## src/rtl/rde_pkg.sv

```systemverilog
// Shared types and constants for the radix digit emitter.
package rde_pkg;

  typedef enum logic [2:0] {
    ST_IDLE,
    ST_DIV,
    ST_SIGN,
    ST_READ,
    ST_SEND
  } state_t;

  localparam logic [1:0] CMD_S32 = 2'd0;
  localparam logic [1:0] CMD_U32 = 2'd1;
  localparam logic [1:0] CMD_U64 = 2'd2;

  localparam logic [1:0] CFG_BASE_SIZE  = 2'd0;
  localparam logic [1:0] CFG_CHARS_LOW  = 2'd1;
  localparam logic [1:0] CFG_CHARS_HIGH = 2'd2;

  localparam logic [4:0]  BASE_SIZE_RESET  = 5'd10;
  localparam logic [63:0] CHARS_LOW_RESET  = 64'h3736_3534_3332_3130;
  localparam logic [63:0] CHARS_HIGH_RESET = 64'h6665_6463_6261_3938;

  localparam logic [7:0] MINUS_CHAR = 8'h2D;

endpackage

```

## src/rtl/radix_digit_emitter.sv

```systemverilog
// Integer to text converter in a configurable radix, one character per transfer.
//
//   channel | direction | handshake              | payload
//   --------+-----------+------------------------+------------------------------------
//   in      | receive   | in_valid / in_stall    | cmd, value
//   out     | send      | out_valid / out_stall  | out_char, last_char, char_count
//   cfg     | receive   | cfg_we                 | cfg_index, cfg_data
//
// Each digit comes from one pass of a shared divider that retires 8 dividend bits a
// cycle, least significant digit first into a digit RAM. Emission reads the RAM back
// most significant digit first, one character per transfer, after a minus sign if negative.
// in_stall is high from the cycle after a transfer until the last character is loaded.
// Reset is synchronous; it clears control state and restores the registers' defaults.
module radix_digit_emitter import rde_pkg::*; #(
  parameter int MAX_RADIX  = 16,
  parameter int VALUE_BITS = 64
) (
  input  logic        clk,
  input  logic        rst,
  input  logic        in_valid,
  output logic        in_stall,
  input  logic [1:0]  cmd,
  input  logic [63:0] value,
  output logic        out_valid,
  input  logic        out_stall,
  output logic [7:0]  out_char,
  output logic        last_char,
  output logic [6:0]  char_count,
  input  logic        cfg_we,
  input  logic [1:0]  cfg_index,
  input  logic [63:0] cfg_data
);

  localparam int PAD_BITS = ((VALUE_BITS + 7) / 8) * 8;
  localparam int DIV_CYC  = PAD_BITS / 8;
  localparam int CNT_W    = (DIV_CYC > 1) ? $clog2(DIV_CYC) : 1;
  localparam int DIG_W    = $clog2(MAX_RADIX);
  localparam int RAD_W    = $clog2(MAX_RADIX + 1);
  localparam int REM_W    = DIG_W + 1;
  localparam int ADDR_W   = $clog2(VALUE_BITS);
  localparam int NDIG_W   = $clog2(VALUE_BITS + 1);
  localparam logic [CNT_W-1:0] LAST_CYC  = CNT_W'(DIV_CYC - 1);
  localparam logic [4:0]       RADIX_TOP = 5'(MAX_RADIX);

  logic [4:0]  base_size;
  logic [63:0] digit_chars_low;
  logic [63:0] digit_chars_high;

  state_t              state, state_next;
  logic [PAD_BITS-1:0] mag, mag_next;
  logic [DIG_W-1:0]    rem, rem_next;
  logic                neg, neg_next;
  logic [RAD_W-1:0]    radix, radix_next;
  logic [CNT_W-1:0]    cyc, cyc_next;
  logic [NDIG_W-1:0]   ndig, ndig_next;
  logic [ADDR_W-1:0]   rd_ptr, rd_ptr_next;
  logic [6:0]          total, total_next;

  logic [4:0]          base_clamped;
  logic [63:0]         load_mag;
  logic                load_neg;
  logic [PAD_BITS-1:0] div_mag;
  logic [DIG_W-1:0]    div_rem;
  logic                ram_we;
  logic                ram_re;
  logic [DIG_W-1:0]    ram_rdata;
  logic [127:0]        chars;
  logic [3:0]          sym_idx;
  logic [7:0]          sym;
  logic                can_load;
  logic                load_out;
  logic [7:0]          load_char;
  logic                load_last;
  logic [6:0]          load_count;

  always_ff @(posedge clk) begin
    if (rst) begin
      base_size        <= BASE_SIZE_RESET;
      digit_chars_low  <= CHARS_LOW_RESET;
      digit_chars_high <= CHARS_HIGH_RESET;
    end else if (cfg_we) begin
      case (cfg_index)
        CFG_BASE_SIZE:  base_size        <= cfg_data[4:0];
        CFG_CHARS_LOW:  digit_chars_low  <= cfg_data;
        CFG_CHARS_HIGH: digit_chars_high <= cfg_data;
        default: ;
      endcase
    end
  end

  always_comb begin
    if (base_size < 5'd2) begin
      base_clamped = 5'd2;
    end else if (base_size > RADIX_TOP) begin
      base_clamped = RADIX_TOP;
    end else begin
      base_clamped = base_size;
    end
  end

  always_comb begin
    logic [31:0] w32;
    w32      = value[31:0];
    load_neg = 1'b0;
    case (cmd)
      CMD_S32: begin
        load_neg = w32[31];
        load_mag = {32'd0, w32[31] ? (~w32 + 32'd1) : w32};
      end
      CMD_U32: load_mag = {32'd0, w32};
      default: load_mag = 64'(value[VALUE_BITS-1:0]);
    endcase
  end

  always_comb begin
    logic [REM_W-1:0]    r;
    logic [PAD_BITS-1:0] m;
    r = {1'b0, rem};
    m = mag;
    for (int k = 0; k < 8; k++) begin
      r = {r[REM_W-2:0], m[PAD_BITS-1]};
      m = {m[PAD_BITS-2:0], 1'b0};
      if (r >= REM_W'(radix)) begin
        r    = r - REM_W'(radix);
        m[0] = 1'b1;
      end
    end
    div_mag = m;
    div_rem = r[DIG_W-1:0];
  end

  rde_ram #(
    .WIDTH(DIG_W),
    .DEPTH(VALUE_BITS)
  ) u_digits (
    .clk  (clk),
    .we   (ram_we),
    .waddr(ndig[ADDR_W-1:0]),
    .wdata(div_rem),
    .re   (ram_re),
    .raddr(rd_ptr),
    .rdata(ram_rdata)
  );

  assign chars    = {digit_chars_high, digit_chars_low};
  assign sym_idx  = 4'(ram_rdata);
  assign sym      = chars[{sym_idx, 3'b000} +: 8];
  assign can_load = !out_valid || !out_stall;

  always_ff @(posedge clk) begin
    if (rst) begin
      state <= ST_IDLE;
    end else begin
      state <= state_next;
    end
  end

  always_ff @(posedge clk) begin
    mag    <= mag_next;
    rem    <= rem_next;
    neg    <= neg_next;
    radix  <= radix_next;
    cyc    <= cyc_next;
    ndig   <= ndig_next;
    rd_ptr <= rd_ptr_next;
    total  <= total_next;
  end

  always_comb begin
    state_next  = state;
    mag_next    = mag;
    rem_next    = rem;
    neg_next    = neg;
    radix_next  = radix;
    cyc_next    = cyc;
    ndig_next   = ndig;
    rd_ptr_next = rd_ptr;
    total_next  = total;
    in_stall    = 1'b1;
    ram_we      = 1'b0;
    ram_re      = 1'b0;
    load_out    = 1'b0;
    load_char   = sym;
    load_last   = 1'b0;
    load_count  = 7'd0;
    case (state)
      ST_IDLE: begin
        in_stall = 1'b0;
        if (in_valid) begin
          mag_next   = load_mag[PAD_BITS-1:0];
          neg_next   = load_neg;
          radix_next = base_clamped[RAD_W-1:0];
          rem_next   = '0;
          cyc_next   = '0;
          ndig_next  = '0;
          state_next = ST_DIV;
        end
      end
      ST_DIV: begin
        mag_next = div_mag;
        rem_next = div_rem;
        cyc_next = cyc + CNT_W'(1);
        if (cyc == LAST_CYC) begin
          ram_we    = 1'b1;
          rem_next  = '0;
          cyc_next  = '0;
          ndig_next = ndig + NDIG_W'(1);
          if (div_mag == '0) begin
            rd_ptr_next = ndig[ADDR_W-1:0];
            total_next  = 7'(ndig) + 7'd1 + 7'(neg);
            state_next  = neg ? ST_SIGN : ST_READ;
          end
        end
      end
      ST_SIGN: begin
        if (can_load) begin
          load_out   = 1'b1;
          load_char  = MINUS_CHAR;
          state_next = ST_READ;
        end
      end
      ST_READ: begin
        ram_re     = 1'b1;
        state_next = ST_SEND;
      end
      ST_SEND: begin
        if (can_load) begin
          load_out = 1'b1;
          if (rd_ptr == '0) begin
            load_last  = 1'b1;
            load_count = total;
            state_next = ST_IDLE;
          end else begin
            rd_ptr_next = rd_ptr - ADDR_W'(1);
            state_next  = ST_READ;
          end
        end
      end
      default: state_next = ST_IDLE;
    endcase
  end

  always_ff @(posedge clk) begin
    if (rst) begin
      out_valid <= 1'b0;
    end else if (load_out) begin
      out_valid <= 1'b1;
    end else if (!out_stall) begin
      out_valid <= 1'b0;
    end
  end

  always_ff @(posedge clk) begin
    if (load_out) begin
      out_char   <= load_char;
      last_char  <= load_last;
      char_count <= load_count;
    end
  end

endmodule

```

## src/rtl/rde_ram.sv

```systemverilog
// Generic single-write, single-read RAM with registered read data.
module rde_ram #(
  parameter int WIDTH = 4,
  parameter int DEPTH = 64
) (
  input  logic                     clk,
  input  logic                     we,
  input  logic [$clog2(DEPTH)-1:0] waddr,
  input  logic [WIDTH-1:0]         wdata,
  input  logic                     re,
  input  logic [$clog2(DEPTH)-1:0] raddr,
  output logic [WIDTH-1:0]         rdata
);

  logic [WIDTH-1:0] mem [DEPTH];

  always_ff @(posedge clk) begin
    if (we) begin
      mem[waddr] <= wdata;
    end
    if (re) begin
      rdata <= mem[raddr];
    end
  end

endmodule

```

## config.mk

```make
export PLATFORM = sky130hd
export DESIGN_NAME = radix_digit_emitter
export DESIGN_NICKNAME = d
export VERILOG_FILES = /design/src/rtl/rde_pkg.sv /design/src/rtl/radix_digit_emitter.sv /design/src/rtl/rde_ram.sv
export SDC_FILE = /design/constraint.sdc
export NUM_CORES = 1
export LEC_CHECK = 0
export ABC_AREA = 1
export BUFFER_PORTS_ARGS = -buffer_cell sky130_fd_sc_hd__buf_2
export CAP_MARGIN = 10
export CELL_PAD_IN_SITES_DETAIL_PLACEMENT = 1
export CELL_PAD_IN_SITES_GLOBAL_PLACEMENT = 1
export CORE_ASPECT_RATIO = 0.7
export CORE_MARGIN = 5
export CORE_UTILIZATION = 35
export DETAILED_ROUTE_END_ITERATION = 10
export PLACE_DENSITY = 0.74
export SETUP_SLACK_MARGIN = 0.2
export SYNTH_ARGS = -nofsm -noshare
export SYNTH_HDL_FRONTEND = slang
export SYNTH_HIERARCHICAL = 1
export SYNTH_SLANG_ARGS = --single-unit
```

## constraint.sdc

```tcl
create_clock -name clk -period 10.6 [get_ports clk]
set_input_delay 2.12 -clock clk [delete_from_list [all_inputs] [get_ports clk]]
set_output_delay 2.12 -clock clk [all_outputs]
set_load 0.1 [all_outputs]
```

==> results.md, run 1 <==
- Status: complete, no violations
- Worst min-delay path class: reg2reg
- Buf/Inv on CP: 17
- Synth warnings: 6
- Crit end category: flop
- Placed Area: 26000 um^2
- Grt ovf: 0
- RSZ-0062 raised after global routing: no
- Average size of a mapped cell: 9.05 um^2
- Total number of vias: 20000
- Initial Utilization: 0.353
- Yosys reg bits: 510
- Clock Tree Buf Depth: 3
- Clock skew: 19.5 ps
- Largest net degree at the start of global routing: 100
- CP max-delay cell: edfxtp_1
- Clock sink count: 510
- Total CTS buffers: 50
- Critical path startpoint category: flop
- Sum Neg Setup Slack: 0 ps
- Wire length per cell: 20.0 um
- Reg clk slew, reported paths: 60 ps
- Detailed Route WL: 75700 um
- Post-synth top area cell: edfxtp_1
- Io pins: 155
- Detail Route Antenna Nets: 0
- Vias in the first global route: 20600
- Count leader, synth: nand2_1
- Die area: 75800 um^2
- Initial antenna violation count: 3
- Async SR Flop Fraction: 0
- Number of iterations in the first detailed-routing pass: 5
- Required @ worst endpoint: 10910 ps
- Period utilization: 0.938
- First-pass GRT wire length: 118000 um
- Slowest cell delay on critical path: 370 ps
- Tmin final: 9940 ps
- Hold Violations, Final: 0
- Delay-heaviest family, CP: simple AND/OR/NAND/NOR gates
- CTS Hold Bufs: 0
- Post-synthesis sequential area ratio: 0.567
- Post-synth top area share: 0.455
- Worst EP arrival: 10250 ps
- Gr usage total: 0.194
- Row count: 81
- Nets: 3029
- Synth area leaders: edfxtp_1 (46%), dfxtp_1 (11%), nand2_1 (11%)
- Cell area after layout: 28100 um^2
- Synthesized netlist cell count: 2719
- Area growth syn-to-layout: 14.1%
- Slew @ Worst Pin: 1020 ps
- Fmax: 101 MHz
- Share of cells above drive strength 1: 0.134
- Worst path most repeated cell: nand2_1
- Die Ht: 232 um
- CTS tree: yes
- Distinct cells, synth: 51
- Final GP Congestion: 0.838
- DRC Markers: 0
- Critical Path Fanout Max: 7
- Clock root buffer: clkbuf_16
- Core region area: 69700 um^2
- Htree depth: 2
- Drt initial violations: 1702
- Pins over their slew limit: 0
- Endpoints failing setup: 0
- Ys flop type: edfxtp_1
- Max_slew headroom: 0.314
- Worst-Skew Late Latency: 600 ps
- Syn Nets: 2912
- Die Wd: 327 um
- Max Cap Viol: 0
- I/O Buffers: 154
- CP Class: reg2reg
- Synth cell count leaders: nand2_1 (689), nand3_1 (374), edfxtp_1 (373), nor2_1 (362), o21ai_0 (190)
- EDFF count, synth: 373
- Detailed placement HPWL: 50500 um
- Synth Cell Area: 24600 um^2
- Drt via density: 5.28
-- cells in the final DEF (no fill, tap or decap), types with 4 or more instances in the layout --
cell / synthesis / final
a21oi_1: 31 / 30
a31oi_1: 6 / 6
buf_2: 29 / 154
buf_4: 6 / 47
clkbuf_1: 74 / 10
clkbuf_16: 0 / 52
clkinv_1: 1 / 11
clkinv_2: 0 / 12
dfxtp_1: 137 / 137
edfxtp_1: 373 / 373
fa_1: 8 / 8
ha_1: 48 / 39
ha_4: 0 / 9
inv_1: 147 / 141
inv_2: 18 / 17
nand2_1: 689 / 678
nand2_2: 7 / 18
nand3_1: 374 / 372
nand3b_1: 7 / 7
nand4_1: 16 / 16
nor2_1: 362 / 358
nor2_2: 6 / 7
nor2_4: 10 / 13
nor3_1: 10 / 9
nor3_4: 2 / 5
nor4_1: 9 / 9
o211ai_1: 4 / 4
o21ai_0: 190 / 185
o21ai_1: 11 / 11
o21ai_2: 9 / 9
o21ai_4: 0 / 5
o221ai_1: 28 / 28
o22ai_1: 4 / 4
xnor2_1: 14 / 14
xor2_1: 26 / 26
-- area by class of cell --
cell class | count | area (um^2)
fill | 8137 | 41600
sequential | 510 | 13900
multi-input combinational | 1900 | 9520
clock buffer | 64 | 1370
timing repair buffer | 207 | 1230
tap | 913 | 1140
inverter | 167 | 642
clock inverter | 27 | 231
antenna | 3 | 7.51
-- state kept, by name (all words and copies together) (netlist names) --
name              count
u_digits/mem        256
digit_chars_high     64
digit_chars_low      64
mag                  64
out_char              8
char_count            7
ndig                  7
total                 7
rd_ptr                6
base_size             5
radix                 5
rem                   4
u_digits/rdata        4
cyc                   3
state                 3
last_char             1
neg                   1
out_valid             1
-- cells by family after synthesis --
| family | after synthesis | synth area share |
|---|---|---|
| AO/OA/AOI/OAI | 294 | 0.0683 |
| AND/OR/NAND/NOR | 1510 | 0.263 |
| adder cells (fa/ha/maj) | 56 | 0.0309 |
| XOR/XNOR | 40 | 0.0142 |
| flip-flops | 510 | 0.567 |
| buffers and inverters | 309 | 0.0574 |
-- metal layers --
layer,vias to the layer above,share of wire,track usage
met5,-,0,0
met4,0,0.018,0.0438
met3,93,0.057,0.0267
met2,536,0.45,0.308
met1,9945,0.47,0.284
li1,9429,-,-
-- worst register-to-register path: cells and delay by family (launching register included) --
kind            cells  cell delay [ps]
fa+ha+maj           8             2120
flops               1              370
simple gates       42             4440
compound gates      7             1190
buf+inv            17             1550
-- repair_timing --
item | in CTS | in global routing
resized for setup | 9 | 46
buffers inserted | 5 | 17
pin swaps | 5 | 17
setup endpoints to repair | 141 | 276
-- worst paths after layout --
path	from	end	slack, ps	depth (start not counted)
worst min-delay path	digit_chars_high[21]	digit_chars_high[21]	450	2
worst max-delay path	radix[4]	rd_ptr[2]	660	74
worst min register to register	digit_chars_high[21]	digit_chars_high[21]	450	2
worst max register to register	radix[4]	rd_ptr[2]	660	74
-- per-stage QoR --
step	setup WS (ps)	hold WS, ps	std cells	utilization
2_1_floorplan	1010	424	2719	-
3_3_place_gp	614	435	3674	0.373
3_5_place_dp	-40.9	439	3674	0.373
4_1_cts	233	455	3770	0.397
5_1_grt	27.7	482	3791	0.403
6_report	661	455	3791	0.403
Power of run 1 is not shown: default switching activity piles up to over one toggle a cycle in this logic, so the estimate is an artifact.
==> run 2, diff against run 1 <==
--- a/config.mk
+++ b/config.mk
@@ -14,7 +14,7 @@
 export CORE_MARGIN = 5
 export CORE_UTILIZATION = 35
 export DETAILED_ROUTE_END_ITERATION = 10
-export PLACE_DENSITY = 0.74
+export PLACE_DENSITY_LB_ADDON = 0.15
 export SETUP_SLACK_MARGIN = 0.2
 export SYNTH_ARGS = -nofsm -noshare
 export SYNTH_HDL_FRONTEND = slang
==> run 2 against run 1 <==
Die area stayed put. Routed wire length is 2.6% higher. Utilization is 0.10 points higher. Flip-flop and latch count stayed put. Highest routed layer unchanged. Sequential share of layout area is 0.13 points lower. Count of clock-buffer cells in the layout is 11 higher. Worst setup slack better by 12 ps. Non-clock buffer count is 6 lower. Via count is 2.3% lower. Clock skew is 1.8 ps lower.
==> results.md, run 2 (synthesis results as in run 1) <==
- R2r worst-path depth: 67 (-9.5%)
- Die Ht: 232 um (unchanged)
- Io pins: 155 (unchanged)
- Critical path startpoint category: flop
- Detail Route Antenna Nets: 0 (unchanged)
- Detailed Route WL: 77700 um (+2.6%)
- Status: complete, no violations
- Final GP Congestion: 0.825 (-1.6%)
- Wire length per cell: 20.5 um (+2.6%)
- Worst hold endpoint: digit_chars_high[50]
- Die Wd: 327 um (unchanged)
- Total number of vias: 19500 (-2.3%)
- First-pass GRT wire length: 119000 um (+1.1%)
- CTS tree: yes
- Hold Violations, Final: 0 (unchanged)
- WHS Path Cells: 2 (unchanged)
- Worst Slack Setup Final: 673 ps (+12.5 ps)
- Initial Utilization: 0.353 (unchanged)
- Worst-Skew Late Latency: 600 ps (about the same)
- Clock root buffer: clkbuf_16
- Worst r2r src: mag[63]
- Reg clk slew, reported paths: 60 ps (about the same)
- Worst path most repeated cell: nand2_1
- Tmin final: 9930 ps (-12.5 ps)
- Clock sink count: 510 (unchanged)
- Initial antenna violation count: 5 (+2)
- CP max-delay cell: edfxtp_1
- Gr usage total: 0.198 (+0.00411)
- Commonest non-fill, non-tap cell in the layout: nand2_1
- Htree depth: 2 (unchanged)
- Crit end category: flop
- Max reg flops: 256 (unchanged)
- Clock Tree Buf Depth: 3 (unchanged)
- Slowest cell delay on critical path: 390 ps (+20 ps)
- R2R Setup Slk: 670 ps (about the same)
- Most flop-heavy register: u_digits/mem
- Reg-to-Reg End: u_digits/mem[34][1]
- Required @ worst endpoint: 10900 ps (about the same)
- Cell area after layout: 28200 um^2 (+0.26%)
- Vias in the first global route: 20100 (-2.3%)
- Most frequent cells in the layout: nand2_1 (683), nand3_1 (373), edfxtp_1 (373)
- Nets: 3025 (-0.13%)
- Detailed placement HPWL: 51300 um (+1.6%)
- Placed Area: 26000 um^2 (about the same)
- Number of iterations in the first detailed-routing pass: 5 (unchanged)
- Area growth syn-to-layout: 14.4%
- Worst EP arrival: 10230 ps (-20 ps)
- Drt via density: 5.15 (-2.3%)
- I/O Buffers: 154 (unchanged)
- Grt ovf: 0 (unchanged)
- Period utilization: 0.936 (-0.00118)
- Core region area: 69700 um^2 (unchanged)
- Pre-CTS WS: -149 ps (-108 ps)
- Slew @ Worst Pin: 1150 ps (+126 ps)
- RSZ-0062 raised after global routing: no
- CTS Hold Bufs: 0 (unchanged)
- DRC Markers: 0 (unchanged)
- Largest net degree at the start of global routing: 106 (+6.0%)
- Clock skew: 17.8 ps (-1.77 ps)
- Endpoints failing setup: 0 (unchanged)
- Die area: 75800 um^2 (unchanged)
- FILL cells: 8116 (-0.26%)
- Drt initial violations: 1343 (-21%)
- Max Cap Viol: 0 (unchanged)
- CP Class: reg2reg
- Total CTS buffers: 52 (+4.0%)
- Fmax: 101 MHz (+0.13%)
- Max_slew headroom: 0.228 (-0.0858)
- Row count: 81 (unchanged)
- Worst min-delay path class: reg2reg
- Pins over their slew limit: 0 (unchanged)
- Share of cells above drive strength 1: 0.130 (-0.00417)
- Critical Path Fanout Max: 64 (+57)
- Worst Hold Launch: digit_chars_high[50]
[run 2: cell types whose count changed in the layout (fill, tap and decap cells not counted), moves of 3 or more]
cell / change
buf_4: -4
bufinv_16: +4
clkbuf_1: +3
clkbuf_8: +7
clkinv_1: -6
ha_1: +3
ha_4: -3
inv_1: +3
nand2_1: +5
nand2_2: -6
[run 2: worst max-delay path by stage]
| stage | startpoint | end | slack (ps) |
|---|---|---|---|
| 2_1_floorplan | radix[1] | u_digits/mem[0][0] | 1010 |
| 3_3_place_gp | rem[1] | rd_ptr[4] | 440 |
| 3_5_place_dp | rem[2] | u_digits/mem[47][0] | -150 |
| 4_1_cts | rem[2] | u_digits/mem[31][1] | 200 |
| 5_1_grt | radix[4] | rd_ptr[1] | 40 |
| 6_report | mag[63] | u_digits/mem[34][1] | 670 |
[run 2: cell type report]
cell class	instances	area (um^2)	area share
diodes	4	10.0	0.000356
clock buffers	75	1500	0.0532
clock inverters	22	308	0.0109
inverters	167	637	0.0226
multi-input cells	1900	9450	0.335
flip-flops and latches	510	13900	0.495
well taps	913	1140	0.0406
repair buffers	201	1170	0.0415
[run 2: timing repair]
item	CTS	global route
endpoints found under the setup margin	193	276
hold endpoints to repair	0	0
resized for setup	13	22
pin swaps	1	10
buffers inserted	0	16
[run 2: critical path, delay by kind of cell (launching register included)]
kind | cells | cell delay [ps]
AO/OA/AOI/OAI | 6 | 890
XOR/XNOR | 1 | 170
adder cells (fa/ha/maj) | 9 | 2640
buffers and inverters | 15 | 1380
flip-flops | 1 | 390
AND/OR/NAND/NOR | 36 | 4140
[run 2: stage by stage]
step / hold WS, ps / instances / setup TNS (ps) / util
CTS: 457 / 3772 / 0 / 0.400
global route: 483 / 3791 / 0 / 0.404
finish: 457 / 3792 / 0 / 0.404
global placement: 436 / 3675 / 0 / 0.373
detailed placement: 441 / 3675 / -13730 / 0.373
floorplan: 424 / 2719 / 0 / -
[run 2: layer usage]
layer,vias to the layer above,part of all wire,track usage
li1,9412,-,-
met1,9662,0.50,0.298
met2,386,0.44,0.305
met3,79,0.047,0.0291
met4,0,0.017,0.0424
met5,-,0,0
Power of run 2 is left out for the same reason.
==> run 3, diff against run 2 <==
--- a/config.mk
+++ b/config.mk
@@ -12,7 +12,7 @@
 export CELL_PAD_IN_SITES_GLOBAL_PLACEMENT = 1
 export CORE_ASPECT_RATIO = 0.7
 export CORE_MARGIN = 5
-export CORE_UTILIZATION = 35
+export CORE_UTILIZATION = 47
 export DETAILED_ROUTE_END_ITERATION = 10
 export PLACE_DENSITY_LB_ADDON = 0.15
 export SETUP_SLACK_MARGIN = 0.2
==> run 3 against run 2 <==
Flip-flop and latch count stayed put. Routed wire length is 1.4% lower. Count of clock-buffer cells in the layout is 6 lower. Via count is 3.2% higher. Utilization is 13 points higher. First-iteration DRC count is 19% higher. Hold slack better by 2.5 ps. Final area is 1.5% lower. Highest routed layer is now met5. Die area is 25% lower.
==> results.md, run 3 (synthesis results as in run 1) <==
- Row count: 70 (-14%)
- Detail Route Antenna Nets: 0 (unchanged)
- CTS tree: yes
- Buf/Inv on CP: 12 (-3)
- CP Class: reg2reg
- Gr usage total: 0.258 (+0.0595)
- Largest net degree at the start of global routing: 87 (-18%)
- Pins over their slew limit: 0 (unchanged)
- Final core utilization: 0.533 (+0.129)
- Final GP Congestion: 0.874 (+5.9%)
- Initial Utilization: 0.473 (+0.120)
- Max Cap Viol: 0 (unchanged)
- Vias in the first global route: 20700 (+2.9%)
- Clock skew: 15.9 ps (-1.85 ps)
- Crit end category: flop
- DRC Markers: 0 (unchanged)
- R2r worst-path depth: 65 (-3.0%)
- Worst hold endpoint: digit_chars_high[57]
- Period utilization: 0.951 (+0.0143)
- Most frequent cells in the layout: nand2_1 (681), edfxtp_1 (373), nand3_1 (372)
- Worst-Skew Late Latency: 620 ps (+20 ps)
- Core region area: 52000 um^2 (-25%)
- Htree depth: 2 (unchanged)
- Endpoints failing setup: 0 (unchanged)
- Reg-to-Reg End: u_digits/mem[45][1]
- Max_slew headroom: 0.172 (-0.0560)
- Delay-heaviest family, CP: simple AND/OR/NAND/NOR gates
- Fmax: 99.2 MHz (-1.5%)
- Worst r2r src: rem[0]
- Register area: 13900 um^2 (unchanged)
- Number of iterations in the first detailed-routing pass: 5 (unchanged)
- First-pass GRT wire length: 118000 um (-0.67%)
- Commonest non-fill, non-tap cell in the layout: nand2_1
- Drt initial violations: 1603 (+19%)
- Die Ht: 201 um (-13%)
- Initial antenna violation count: 8 (+3)
- Critical Path Fanout Max: 64 (unchanged)
- CP max-delay cell: edfxtp_1
- Total number of vias: 20200 (+3.2%)
- Nets: 3025 (unchanged)
- Die area: 57100 um^2 (-25%)
- WHS Path Cells: 2 (unchanged)
- Detailed placement HPWL: 49800 um (-3.0%)
- Slowest cell delay on critical path: 450 ps (+60 ps)
- Slew @ Worst Pin: 1240 ps (+93.2 ps)
- Multi-input gate area: 9520 um^2 (+0.76%)
- Placed Area: 25700 um^2 (-1.1%)
- Total CTS buffers: 52 (unchanged)
- FILL cells: 6027 (-26%)
- Critical path startpoint category: flop
- Cell area after layout: 27700 um^2 (-1.5%)
- Clock Tree Buf Depth: 3 (unchanged)
- Clock root buffer: clkbuf_16
- Die Wd: 283 um (-13%)
- Worst path most repeated cell: nand2_1
- Drt via density: 5.67 (+10%)
- Wire length per cell: 21.5 um (+5.1%)
- CTS Hold Bufs: 0 (unchanged)
- R2R Setup Slk: 520 ps (-150 ps)
- Required @ worst endpoint: 10890 ps (about the same)
- Hold Violations, Final: 0 (unchanged)
- Detailed Route WL: 76600 um (-1.4%)
- Tmin final: 10080 ps (+151 ps)
- Area growth syn-to-layout: 12.7%
- I/O Buffers: 154 (unchanged)
- Worst min-delay path class: reg2reg
- Grt ovf: 0 (unchanged)
- Worst EP arrival: 10370 ps (+140 ps)
- Share of cells above drive strength 1: 0.129 (-0.000909)
- Clock sink count: 510 (unchanged)
- Worst Hold Launch: digit_chars_high[57]
- Io pins: 155 (unchanged)
- Max reg flops: 256 (unchanged)
- Most flop-heavy register: u_digits/mem
- Reg clk slew, reported paths: 70 ps (about the same)
- Status: complete, no violations
-- run 3: cell type report --
type | count | area share
multi-input cells | 1900 | 0.343
clock buffers | 69 | 0.0518
repair buffers | 200 | 0.0422
diodes | 3 | 0.000271
repair inverters | 1 | 0.000271
flip-flops and latches | 510 | 0.503
clock inverters | 25 | 0.00506
inverters | 167 | 0.0232
well taps | 684 | 0.0309
-- run 3: layer usage --
layer	global-route usage	wire length, um	share of wire
met2	0.404	34700	0.45
met1	0.375	35400	0.46
met3	0.0470	4850	0.063
met5	0	50	0.00065
met4	0.0614	1640	0.021
-- run 3: worst max path at each step --
| stage | from | end | slack, ps | cells after the start |
|---|---|---|---|---|
| finish | rem[0] | u_digits/mem[45][1] | 520 | 65 |
| global placement | rem[1] | u_digits/mem[14][0] | 200 | 72 |
| global route | mag[63] | rd_ptr[2] | -140 | 73 |
| CTS | rem[1] | rd_ptr[4] | 220 | 72 |
| detailed placement | rem[1] | u_digits/mem[10][0] | -570 | 72 |
| floorplan | radix[1] | u_digits/mem[0][0] | 1010 | 71 |
-- run 3: worst reg2reg max path, delay by kind of cell, from the launching register on --
| kind | cells | cell delay (ps) |
|---|---|---|
| AND/OR/NAND/NOR | 40 | 4680 |
| adder cells (fa/ha/maj) | 8 | 2570 |
| buffers and inverters | 12 | 1330 |
| AO/OA/AOI/OAI | 5 | 660 |
| flip-flops | 1 | 450 |
-- run 3: timing repair --
action | CTS | global route
endpoints found under the setup margin | 270 | 276
pin swaps | 3 | 13
buffers inserted | 6 | 11
resized for setup | 21 | 33
cloned | 1 | 0
endpoints found under the hold margin | 0 | 0
-- run 3: stage by stage --
step	hold slack [ps]	std cells	worst slack [ps]	TNS (ps)
final	460	3559	522	0
after global routing	484	3559	-143	-17640
after detailed placement	447	3444	-571	-42100
after floorplan	424	2719	1010	0
after global placement	434	3444	196	0
after CTS	462	3545	216	0
Power of run 3 is left out for the same reason.
